$ cat config.mk
export PLATFORM = sky130hd
export DESIGN_NAME = red_drop_decision
export DESIGN_NICKNAME = d
export VERILOG_FILES = /design/src/hdl/red_pkg.sv /design/src/hdl/red_ctrl.sv /design/src/hdl/red_dp.sv /design/src/hdl/red_drop_decision.sv
export SDC_FILE = /design/constraint.sdc
export NUM_CORES = 2
export LEC_CHECK = 0
export BUFFER_PORTS_ARGS = -buffer_cell sky130_fd_sc_hd__buf_2
export CORE_AREA = 2 2 276 305
export CTS_CLUSTER_DIAMETER = 100
export DETAILED_ROUTE_END_ITERATION = 10
export DIE_AREA = 0 0 278 307
export GPL_ROUTABILITY_DRIVEN = 0
export HOLD_SLACK_MARGIN = 0.05
export PLACE_DENSITY = 0.66
export SLEW_MARGIN = 40
export SYNTH_ARGS = -nofsm -noshare
export SYNTH_HDL_FRONTEND = slang
export SYNTH_SLANG_ARGS = --single-unit
export TNS_END_PERCENT = 5
$ cat constraint.sdc
create_clock -name clk -period 13.15 [get_ports clk]
set_clock_uncertainty 0.1 [all_clocks]
set_input_delay 1.315 -clock clk [delete_from_list [all_inputs] [get_ports clk]]
set_output_delay 1.315 -clock clk [all_outputs]
set_load 0.01 [all_outputs]
$ cat src/hdl/red_pkg.sv
// Shared types and constants for the random early detection drop decision block.
package red_pkg;

  // Scale of the weighted average (one million) and its factorization 2^6 * 15625
  localparam int unsigned SCALE       = 1000000;
  localparam int unsigned SCALE_SHIFT = 6;
  localparam int unsigned DIV_K       = 15625;

  // Field and state widths
  localparam int unsigned WEIGHT_W  = 20;
  localparam int unsigned THRESH_W  = 16;
  localparam int unsigned QLEN_W    = 16;
  localparam int unsigned RAND_W    = 32;
  localparam int unsigned AVG_W     = 40;
  localparam int unsigned AVG_INT_W = 21;
  localparam int unsigned PROB_W    = 7;
  localparam int unsigned CFG_IDX_W = 2;

  // Constant divider: one radix-16 digit per step
  localparam int unsigned DIG_W      = 4;
  localparam int unsigned DQ_W       = 56;
  localparam int unsigned DREM_W     = 14;
  localparam int unsigned DIV1_STEPS = 14;
  localparam int unsigned DIV2_STEPS = 9;
  localparam int unsigned PDIV_STEPS = 7;
  localparam int unsigned CNT_W      = 4;

  // Percentage scale for the drop probability
  localparam int unsigned PROB_MAX = 100;

  // Register indexes
  localparam logic [CFG_IDX_W-1:0] REG_WEIGHT = 2'd0;
  localparam logic [CFG_IDX_W-1:0] REG_MIN    = 2'd1;
  localparam logic [CFG_IDX_W-1:0] REG_MAX    = 2'd2;

  // Register reset values
  localparam logic [WEIGHT_W-1:0] WEIGHT_RST = 20'd2000;
  localparam logic [THRESH_W-1:0] MIN_RST    = 16'd1000;
  localparam logic [THRESH_W-1:0] MAX_RST    = 16'd5000;

  // Zone codes
  localparam logic [1:0] ZONE_BELOW = 2'd0;
  localparam logic [1:0] ZONE_MID   = 2'd1;
  localparam logic [1:0] ZONE_ABOVE = 2'd2;

  // Commands from the controller to the datapath
  typedef struct packed {
    logic load;
    logic mul_lo;
    logic mul_hi;
    logic mul_q;
    logic div_load;
    logic div_step;
    logic sum;
    logic cmp;
    logic pdiv_step;
    logic publish;
  } red_cmd_t;

  // Status from the datapath to the controller
  typedef struct packed {
    logic mid_zone;
    logic out_free;
  } red_sts_t;

  // k times the divider constant, k = 0..15
  function automatic logic [DREM_W+DIG_W-1:0] div_mult(input logic [DIG_W-1:0] k);
    logic [DREM_W+DIG_W-1:0] r;
    r = (DREM_W+DIG_W)'(k) * (DREM_W+DIG_W)'(DIV_K);
    return r;
  endfunction

endpackage

$ cat src/hdl/red_ctrl.sv
// Sequencing state machine for the drop decision datapath.
module red_ctrl
  import red_pkg::*;
(
  input  logic     clk,
  input  logic     rst,
  input  logic     in_valid,
  output logic     in_ready,
  input  red_sts_t sts,
  output red_cmd_t cmd
);

  typedef enum logic [10:0] {
    S_IDLE   = 11'b00000000001,
    S_MUL_LO = 11'b00000000010,
    S_MUL_HI = 11'b00000000100,
    S_MUL_Q  = 11'b00000001000,
    S_DLOAD  = 11'b00000010000,
    S_DIV1   = 11'b00000100000,
    S_SUM    = 11'b00001000000,
    S_DIV2   = 11'b00010000000,
    S_CMP    = 11'b00100000000,
    S_PDIV   = 11'b01000000000,
    S_PUB    = 11'b10000000000
  } state_t;

  state_t           state, state_next;
  logic [CNT_W-1:0] cnt, cnt_next;

  // Next state, step counter and commands
  always_comb begin
    state_next = state;
    cnt_next   = cnt;
    cmd        = '0;
    in_ready   = 1'b0;
    unique case (state)
      S_IDLE: begin
        in_ready = 1'b1;
        if (in_valid) begin
          cmd.load   = 1'b1;
          state_next = S_MUL_LO;
        end
      end
      S_MUL_LO: begin
        cmd.mul_lo = 1'b1;
        state_next = S_MUL_HI;
      end
      S_MUL_HI: begin
        cmd.mul_hi = 1'b1;
        state_next = S_MUL_Q;
      end
      S_MUL_Q: begin
        cmd.mul_q  = 1'b1;
        state_next = S_DLOAD;
      end
      S_DLOAD: begin
        cmd.div_load = 1'b1;
        cnt_next     = CNT_W'(DIV1_STEPS - 1);
        state_next   = S_DIV1;
      end
      S_DIV1: begin
        cmd.div_step = 1'b1;
        cnt_next     = cnt - 1'b1;
        if (cnt == '0) state_next = S_SUM;
      end
      S_SUM: begin
        cmd.sum    = 1'b1;
        cnt_next   = CNT_W'(DIV2_STEPS - 1);
        state_next = S_DIV2;
      end
      S_DIV2: begin
        cmd.div_step = 1'b1;
        cnt_next     = cnt - 1'b1;
        if (cnt == '0) state_next = S_CMP;
      end
      S_CMP: begin
        cmd.cmp  = 1'b1;
        cnt_next = CNT_W'(PDIV_STEPS - 1);
        if (sts.mid_zone) state_next = S_PDIV;
        else state_next = S_PUB;
      end
      S_PDIV: begin
        cmd.pdiv_step = 1'b1;
        cnt_next      = cnt - 1'b1;
        if (cnt == '0) state_next = S_PUB;
      end
      S_PUB: begin
        if (sts.out_free) begin
          cmd.publish = 1'b1;
          state_next  = S_IDLE;
        end
      end
      default: state_next = S_IDLE;
    endcase
  end

  // Hold state and counter
  always_ff @(posedge clk) begin
    if (rst) begin
      state <= S_IDLE;
      cnt   <= '0;
    end else begin
      state <= state_next;
      cnt   <= cnt_next;
    end
  end

endmodule

$ cat src/hdl/red_dp.sv
// Datapath: average update, constant divider, percentage divider and result register.
module red_dp
  import red_pkg::*;
#(
  parameter int unsigned QUEUE_LEN_BITS = 16
) (
  input  logic                clk,
  input  logic                rst,
  input  red_cmd_t            cmd,
  output red_sts_t            sts,
  input  logic [QLEN_W-1:0]   qdepth,
  input  logic [RAND_W-1:0]   random_word,
  input  logic [WEIGHT_W-1:0] ewma_weight,
  input  logic [THRESH_W-1:0] min_thresh,
  input  logic [THRESH_W-1:0] max_thresh,
  output logic                out_valid,
  input  logic                out_ready,
  output logic                drop,
  output logic [1:0]          zone,
  output logic [QLEN_W-1:0]   avg_len,
  output logic [PROB_W-1:0]   drop_pct
);

  localparam int unsigned QL_W  = (QUEUE_LEN_BITS < QLEN_W) ? QUEUE_LEN_BITS : QLEN_W;
  localparam int unsigned ACC_W = 2 * AVG_W - WEIGHT_W;
  localparam int unsigned PROD_W = 2 * WEIGHT_W;
  localparam int unsigned PNUM_W = THRESH_W + PROB_W;
  localparam int unsigned PDEN_W = THRESH_W + PROB_W - 1;
  localparam int unsigned HALF_W = AVG_W / 2;

  // Operand and state registers
  logic [QL_W-1:0]     qlen;
  logic [WEIGHT_W-1:0] wsat, wcomp;
  logic [PROD_W-1:0]   prod;
  logic [ACC_W-1:0]    acc;
  logic [AVG_W-1:0]    avg_fix;
  logic [DQ_W-1:0]     dq;
  logic [DREM_W-1:0]   drem;
  logic [1:0]          zone_r;
  logic [QLEN_W-1:0]   avg_len_r;
  logic [PNUM_W-1:0]   prem;
  logic [PDEN_W-1:0]   pden;
  logic [PROB_W-1:0]   pq;
  logic [RAND_W-1:0]   rnd_sh;
  logic [PROB_W-1:0]   rmod;
  logic [4:0]          rmod_cnt;

  // Combinational helpers
  logic [WEIGHT_W-1:0]       mul_a, mul_b, w_in;
  logic [DREM_W+DIG_W-1:0]   dig_t, dig_r;
  logic [DIG_W-1:0]          dig_q;
  logic [AVG_W:0]            sum_full;
  logic [AVG_W-1:0]          avg_next;
  logic [AVG_INT_W-1:0]      avg_int;
  logic                      ge_max, le_min;
  logic [THRESH_W-1:0]       diff, den;
  logic [PNUM_W-1:0]         pnum;
  logic                      pge;
  logic [PROB_W+1:0]         rm_t;
  logic [PROB_W-1:0]         rm_r;
  logic                      drop_d;

  // Saturate weight to one million
  assign w_in = (ewma_weight > WEIGHT_W'(SCALE)) ? WEIGHT_W'(SCALE) : ewma_weight;

  // Shared multiplier operand select
  always_comb begin
    mul_a = wcomp;
    mul_b = avg_fix[HALF_W-1:0];
    if (cmd.mul_hi) begin
      mul_b = avg_fix[AVG_W-1:HALF_W];
    end else if (cmd.mul_q) begin
      mul_a = wsat;
      mul_b = WEIGHT_W'(qlen);
    end
  end

  // Radix-16 digit of the division by 15625
  always_comb begin
    dig_t = {drem, dq[DQ_W-1 -: DIG_W]};
    dig_q = '0;
    for (int k = 1; k < 16; k++) begin
      if (dig_t >= div_mult(DIG_W'(k))) dig_q = DIG_W'(k);
    end
    dig_r = dig_t - div_mult(dig_q);
  end

  // New scaled average, saturated to 40 bits
  assign sum_full = {1'b0, dq[AVG_W-1:0]} + (AVG_W+1)'(prod);
  assign avg_next = sum_full[AVG_W] ? {AVG_W{1'b1}} : sum_full[AVG_W-1:0];

  // Zone decision on the integer average
  assign avg_int = dq[AVG_INT_W-1:0];
  assign ge_max  = avg_int >= AVG_INT_W'(max_thresh);
  assign le_min  = avg_int <= AVG_INT_W'(min_thresh);
  assign diff    = avg_int[THRESH_W-1:0] - min_thresh;
  assign den     = max_thresh - min_thresh;
  assign pnum    = (PNUM_W'(diff) << 6) + (PNUM_W'(diff) << 5) + (PNUM_W'(diff) << 2);

  // Restoring step of the percentage divide
  assign pge = prem >= PNUM_W'(pden);

  // Two bits a step of random_word mod 100
  always_comb begin
    rm_t = {rmod, rnd_sh[RAND_W-1 -: 2]};
    if (rm_t >= (PROB_W+2)'(3 * PROB_MAX)) rm_r = PROB_W'(rm_t - (PROB_W+2)'(3 * PROB_MAX));
    else if (rm_t >= (PROB_W+2)'(2 * PROB_MAX)) rm_r = PROB_W'(rm_t - (PROB_W+2)'(2 * PROB_MAX));
    else if (rm_t >= (PROB_W+2)'(PROB_MAX)) rm_r = PROB_W'(rm_t - (PROB_W+2)'(PROB_MAX));
    else rm_r = PROB_W'(rm_t);
  end

  assign drop_d = (zone_r == ZONE_ABOVE) || ((zone_r == ZONE_MID) && (rmod < pq));

  assign sts.mid_zone = !ge_max && !le_min;
  assign sts.out_free = !out_valid || out_ready;

  // Payload registers
  always_ff @(posedge clk) begin
    if (cmd.load) begin
      qlen   <= qdepth[QL_W-1:0];
      wsat   <= w_in;
      wcomp  <= WEIGHT_W'(SCALE) - w_in;
      rnd_sh <= random_word;
      rmod   <= '0;
    end else if (rmod_cnt != '0) begin
      rnd_sh <= rnd_sh << 2;
      rmod   <= rm_r;
    end
    if (cmd.mul_lo || cmd.mul_hi || cmd.mul_q) prod <= mul_a * mul_b;
    if (cmd.mul_hi) acc <= ACC_W'(prod);
    if (cmd.mul_q) acc <= acc + {prod, {HALF_W{1'b0}}};
    if (cmd.div_load) begin
      dq   <= DQ_W'(acc[ACC_W-1:SCALE_SHIFT]);
      drem <= '0;
    end else if (cmd.sum) begin
      dq   <= {2'b00, avg_next[AVG_W-1:SCALE_SHIFT], {(DQ_W-2-AVG_W+SCALE_SHIFT){1'b0}}};
      drem <= '0;
    end else if (cmd.div_step) begin
      dq   <= {dq[DQ_W-DIG_W-1:0], dig_q};
      drem <= dig_r[DREM_W-1:0];
    end
    if (cmd.cmp) begin
      zone_r    <= ge_max ? ZONE_ABOVE : (le_min ? ZONE_BELOW : ZONE_MID);
      avg_len_r <= (|avg_int[AVG_INT_W-1:QLEN_W]) ? {QLEN_W{1'b1}} : avg_int[QLEN_W-1:0];
      prem      <= pnum;
      pden      <= {den, {(PROB_W-1){1'b0}}};
      pq        <= '0;
    end else if (cmd.pdiv_step) begin
      if (pge) prem <= prem - PNUM_W'(pden);
      pden <= pden >> 1;
      pq   <= {pq[PROB_W-2:0], pge};
    end
    if (cmd.publish) begin
      drop     <= drop_d;
      zone     <= zone_r;
      avg_len  <= avg_len_r;
      drop_pct <= pq;
    end
  end

  // Control registers and the average state
  always_ff @(posedge clk) begin
    if (rst) begin
      out_valid <= 1'b0;
      rmod_cnt  <= '0;
      avg_fix   <= '0;
    end else begin
      if (cmd.publish) out_valid <= 1'b1;
      else if (out_ready) out_valid <= 1'b0;
      if (cmd.load) rmod_cnt <= 5'(RAND_W / 2);
      else if (rmod_cnt != '0) rmod_cnt <= rmod_cnt - 1'b1;
      if (cmd.sum) avg_fix <= avg_next;
    end
  end

endmodule

$ cat src/hdl/red_drop_decision.sv
// Top level of the random early detection drop decision block.
// Each accepted packet updates a weighted average queue length held scaled by one
// million and returns one decision: drop, zone, integer average and drop percentage.
// A packet occupies the block from its input transfer until its result is loaded; the
// next packet is taken once the block is idle again, and the result is loaded only
// when the output register is free. The block uses the shared radix-16 divider by the
// constant 15625, run twice (14 and 9 digits), and the bit-serial percentage divide (7
// steps), run only when the average lands strictly between the thresholds. The result
// sits in an output register, so the next packet is accepted while the previous
// result still waits for its transfer. Configuration registers take effect on the next
// packet and should be written while the block is idle.
module red_drop_decision
  import red_pkg::*;
#(
  parameter int unsigned QUEUE_LEN_BITS = 16
) (
  input  logic                 clk,
  input  logic                 rst,
  input  logic                 cfg_we,
  input  logic [CFG_IDX_W-1:0] cfg_index,
  input  logic [WEIGHT_W-1:0]  cfg_data,
  input  logic                 in_valid,
  output logic                 in_ready,
  input  logic [QLEN_W-1:0]    qdepth,
  input  logic [RAND_W-1:0]    random_word,
  output logic                 out_valid,
  input  logic                 out_ready,
  output logic                 drop,
  output logic [1:0]           zone,
  output logic [QLEN_W-1:0]    avg_len,
  output logic [PROB_W-1:0]    drop_pct
);

  logic [WEIGHT_W-1:0] ewma_weight;
  logic [THRESH_W-1:0] min_thresh;
  logic [THRESH_W-1:0] max_thresh;
  red_cmd_t            cmd;
  red_sts_t            sts;

  // Configuration registers; unknown indexes are dropped
  always_ff @(posedge clk) begin
    if (rst) begin
      ewma_weight <= WEIGHT_RST;
      min_thresh  <= MIN_RST;
      max_thresh  <= MAX_RST;
    end else if (cfg_we) begin
      unique case (cfg_index)
        REG_WEIGHT: ewma_weight <= cfg_data;
        REG_MIN:    min_thresh  <= cfg_data[THRESH_W-1:0];
        REG_MAX:    max_thresh  <= cfg_data[THRESH_W-1:0];
        default: ;
      endcase
    end
  end

  red_ctrl u_ctrl (
    .clk      (clk),
    .rst      (rst),
    .in_valid (in_valid),
    .in_ready (in_ready),
    .sts      (sts),
    .cmd      (cmd)
  );

  red_dp #(
    .QUEUE_LEN_BITS (QUEUE_LEN_BITS)
  ) u_dp (
    .clk         (clk),
    .rst         (rst),
    .cmd         (cmd),
    .sts         (sts),
    .qdepth      (qdepth),
    .random_word (random_word),
    .ewma_weight (ewma_weight),
    .min_thresh  (min_thresh),
    .max_thresh  (max_thresh),
    .out_valid   (out_valid),
    .out_ready   (out_ready),
    .drop        (drop),
    .zone        (zone),
    .avg_len     (avg_len),
    .drop_pct    (drop_pct)
  );

  // Above the max threshold every packet drops
  a_above_drops: assert property (@(posedge clk) disable iff (rst)
    out_valid && (zone == ZONE_ABOVE) |-> drop)
    else $error("packet above max threshold not dropped");

  // Below the min threshold nothing drops and the probability is zero
  a_below_passes: assert property (@(posedge clk) disable iff (rst)
    out_valid && (zone == ZONE_BELOW) |-> !drop && (drop_pct == '0))
    else $error("packet below min threshold dropped or nonzero probability");

  // Probability stays a percentage below one hundred and the zone code stays valid
  a_prob_range: assert property (@(posedge clk) disable iff (rst)
    out_valid |-> (drop_pct < PROB_W'(PROB_MAX)) && (zone != 2'd3))
    else $error("drop probability or zone out of range");

  // One packet at a time: an input transfer closes the input side
  a_one_at_a_time: assert property (@(posedge clk) disable iff (rst)
    in_valid && in_ready |=> !in_ready)
    else $error("second packet taken while one is in progress");

endmodule

==> run_results.csv <==
group,metric,value,unit
die,die_x,278,um
global_route,grtUsageTotal,27.0,%
setup_path,worst_ep_required_time,13.44,ns
clock_network,clkTransAtPathRegs,0.06,ns
finish,multi_input_area,0.0258,mm^2
sta,hold_viol,0,
worst_hold_path,hp-class,"flop to flop",
clock_network,cts_tree,"done",
yosys,netlist_area,0.0408,mm^2
die,io_pins,103,
detailed_routing,drtIter0Drc,2652,
setup_path,crit_path_top_delay_cell,"buf_4",
die,die_area,0.0853,mm^2
clock_network,post-cts-setup-buffers,0,
detailed_routing,wl_per_cell,20.4,um
finish,syn_to_final_growth,8.67,%
yosys,yosys.area.top_type,"edfxtp_1",
clock_network,numCtsBuffers,56,
outcome,status,"completed",
detailed_routing,post-route-drc-count,0,
clock_network,worstSkewPairLatency,0.66,ns
yosys,synth_seq_area_share,30.7,%
yosys,synth.avg_cell_area,9.13,um^2
clock_network,htree_levels,2,
placed_design,dp_hpwl,87.7,mm
global_route,globalRouteMet1Util,34.2,%
yosys,ys_ff_latch,467,
die,rows,111,
placed_design,numPortBuffers,102,
setup_path,endpoint_kind,"flop",
sta,period_minus_slack,10.19,ns
setup_path,cp_data_arrival_time,10.48,ns
yosys,yosysWarningCount,0,
yosys,post-synth-top-area-fraction,23.4,%
die,start_util,49.4,%
finish,fin_util,53.6,%
clock_network,ctsResizeCount,0,
yosys,async_reset_ff_share,0,%
sta,slew_violations,0,
die,coreArea,0.0826,mm^2
yosys,synth-edff-count,318,
detailed_routing,via_per_inst,5.77,
global_route,grt_max_degree,88,
setup_path,cpPeakStageDelay,0.56,ns
sta,grt_setup_unrepaired,"false",
detailed_routing,ant_nets,0,
global_route,grt_busiest_layer,"met2",
power_and_ir_drop,p_per_area,88.9,mW/mm^2
yosys,syn_nets,5245,
setup_path,cp-start-kind,"flop",
finish,fin_nets,5281,
global_route,use_met3,3.87,%
setup_path,path_common_cell,"fa_1",
global_route,grt_pass1_vias,31762,
yosys,synth_cells,4468,
yosys,synth_cell_types,89,
sta,setup-tns-final,0,ns
clock_network,cts_root_buffer,"clkbuf_16",
sta,period_share,77.5,%
finish,final_cell_mix,"611 x nand2_1, 520 x inv_1, 481 x nor2_1, 358 x ha_1, 344 x fa_1",
sta,fmax,98.1,MHz
job,cap_violations,0,
sta,finalSetupViolCount,0,
finish,drive_above_1_share,6.90,%
finish,final_common_cell,"nand2_1",
setup_path,path_class,"flop to flop",
clock_network,cts_sinks,467,
placed_design,dpl-instance-area,0.0425,mm^2
global_route,grt_pass1_wl,179,mm
global_route,grt-ovfl-total,0,
detailed_routing,via_count,32442,
detailed_routing,routed_wl,115,mm
clock_network,cts_buffer_depth,3,
yosys,synth.area.top_cells,"edfxtp_1 23%, fa_1 17%, ha_1 11%",
detailed_routing,dr.pass1.iters,6,
sta,slew_headroom,38.5,%
clock_network,cts_hold_buffers,0,
finish,final_area,0.0443,mm^2
sta,tightest_slew,0.904,ns
setup_path,crit_fanout,87,
power_and_ir_drop,worst_ir_drop_vdd,103,uV
power_and_ir_drop,p_leak,0.0198,uW
finish,fillers,7500,
die,fp.dieH,307,um
global_route,antenna_found_initial,1,
yosys,synth_top_flop_cell,"edfxtp_1",
finish,regArea,0.0125,mm^2
global_route,grtUsageMet2,45.6,%
==> final timing paths <==
check | slack, ns | start | end | cells after the start
setup / recovery | 2.96 | u_ctrl.state[5]$_SDFFE_PP0P_ | u_dp.prod[39]$_DFFE_PP_ | 31
hold / removal | 0.31 | u_dp.avg_len_r[5]$_SDFFCE_PP1P_ | u_dp.avg_len[5]$_DFFE_PP_ | 0
setup reg to reg | 2.96 | u_ctrl.state[5]$_SDFFE_PP0P_ | u_dp.prod[39]$_DFFE_PP_ | 31
hold reg to reg | 0.31 | u_dp.avg_len_r[5]$_SDFFCE_PP1P_ | u_dp.avg_len[5]$_DFFE_PP_ | 0
==> synth_stat cells (all sizes together) (14+ instances only) <==
master / instances
or3: 36
a211o: 19
nor3: 55
and2: 34
nand3: 65
o21a: 34
mux2i: 34
and3: 16
nor2: 483
nand2b: 47
nand2: 615
xor2: 69
o21bai: 24
nor2b: 37
edfxtp: 318
o31ai: 17
a221o: 27
a211oi: 27
clkbuf: 161
fa: 344
a21oi: 279
xnor2: 111
inv: 524
or2: 17
a311oi: 19
nand4: 23
o21ai: 186
buf: 16
a21o: 74
nor4: 14
ha: 358
dfxtp: 149
a22o: 16
o22ai: 29
a31oi: 23
==> stage by stage <==
step	hold slack [ns]	setup slack, ns	cells	power, uW
after floorplan	0.300	3.27	4468	2240
after global placement	0.303	3.24	5518	2420
after detailed placement	0.305	2.77	5519	2430
after CTS	0.311	2.75	5624	3960
after global routing	0.321	2.32	5624	4120
final	0.313	2.96	5626	3940
==> report_power, final <==
group	total (uW)	switching [uW]	internal (uW)	leakage, uW
Combinational	657	402	256	0.0149
Sequential	1750	67.2	1680	0.00399
Clock	1530	682	850	0.000863
==> sequential cells by signal, summed over array words and instances (netlist names), 11 cells and up <==
name / count
ewma_weight: 20
max_thresh: 16
min_thresh: 16
u_ctrl.state: 11
u_dp.acc: 54
u_dp.avg_fix: 40
u_dp.avg_len: 16
u_dp.avg_len_r: 16
u_dp.dq: 56
u_dp.drem: 14
u_dp.pden: 22
u_dp.prem: 23
u_dp.prod: 40
u_dp.qlen: 16
u_dp.rnd_sh: 32
u_dp.wcomp: 20
u_dp.wsat: 19
==> worst max-delay path, delay by kind of cell, from the launching register on <==
kind	cells	cell delay, ns
fa+ha+maj	8	3.93
compound gates	8	2.05
flops	1	0.44
simple gates	8	2.01
buf+inv	7	1.37
==> cell type report <==
class,count,share of cell area [%]
flip-flops and latches,467,28.3
repair buffers,155,2.08
clock inverters,37,0.711
multi-input cells,3299,58.1
inverters,525,4.45
diodes,2,0.0113
clock buffers,68,3.33
well taps,1073,3.03
==> cell families after synthesis <==
family / count (synthesis) / share of synthesized area (%)
AO/OA/AOI/OAI: 888 / 14.1
AND/OR/NAND/NOR: 1493 / 16.0
XOR/XNOR: 180 / 3.87
multiplexers: 36 / 0.890
buffers and inverters: 702 / 6.47
adder cells (fa/ha/maj): 702 / 27.9
flip-flops: 467 / 30.7
==> per-layer routing <==
metal | vias to the layer above | share of wire [%]
li1 | 15241 | -
met1 | 15670 | 41
met2 | 1214 | 47
met3 | 315 | 6.7
met4 | 2 | 5.2
met5 | - | 0.010
No activity file was read; power rests on OpenSTA's default activity.
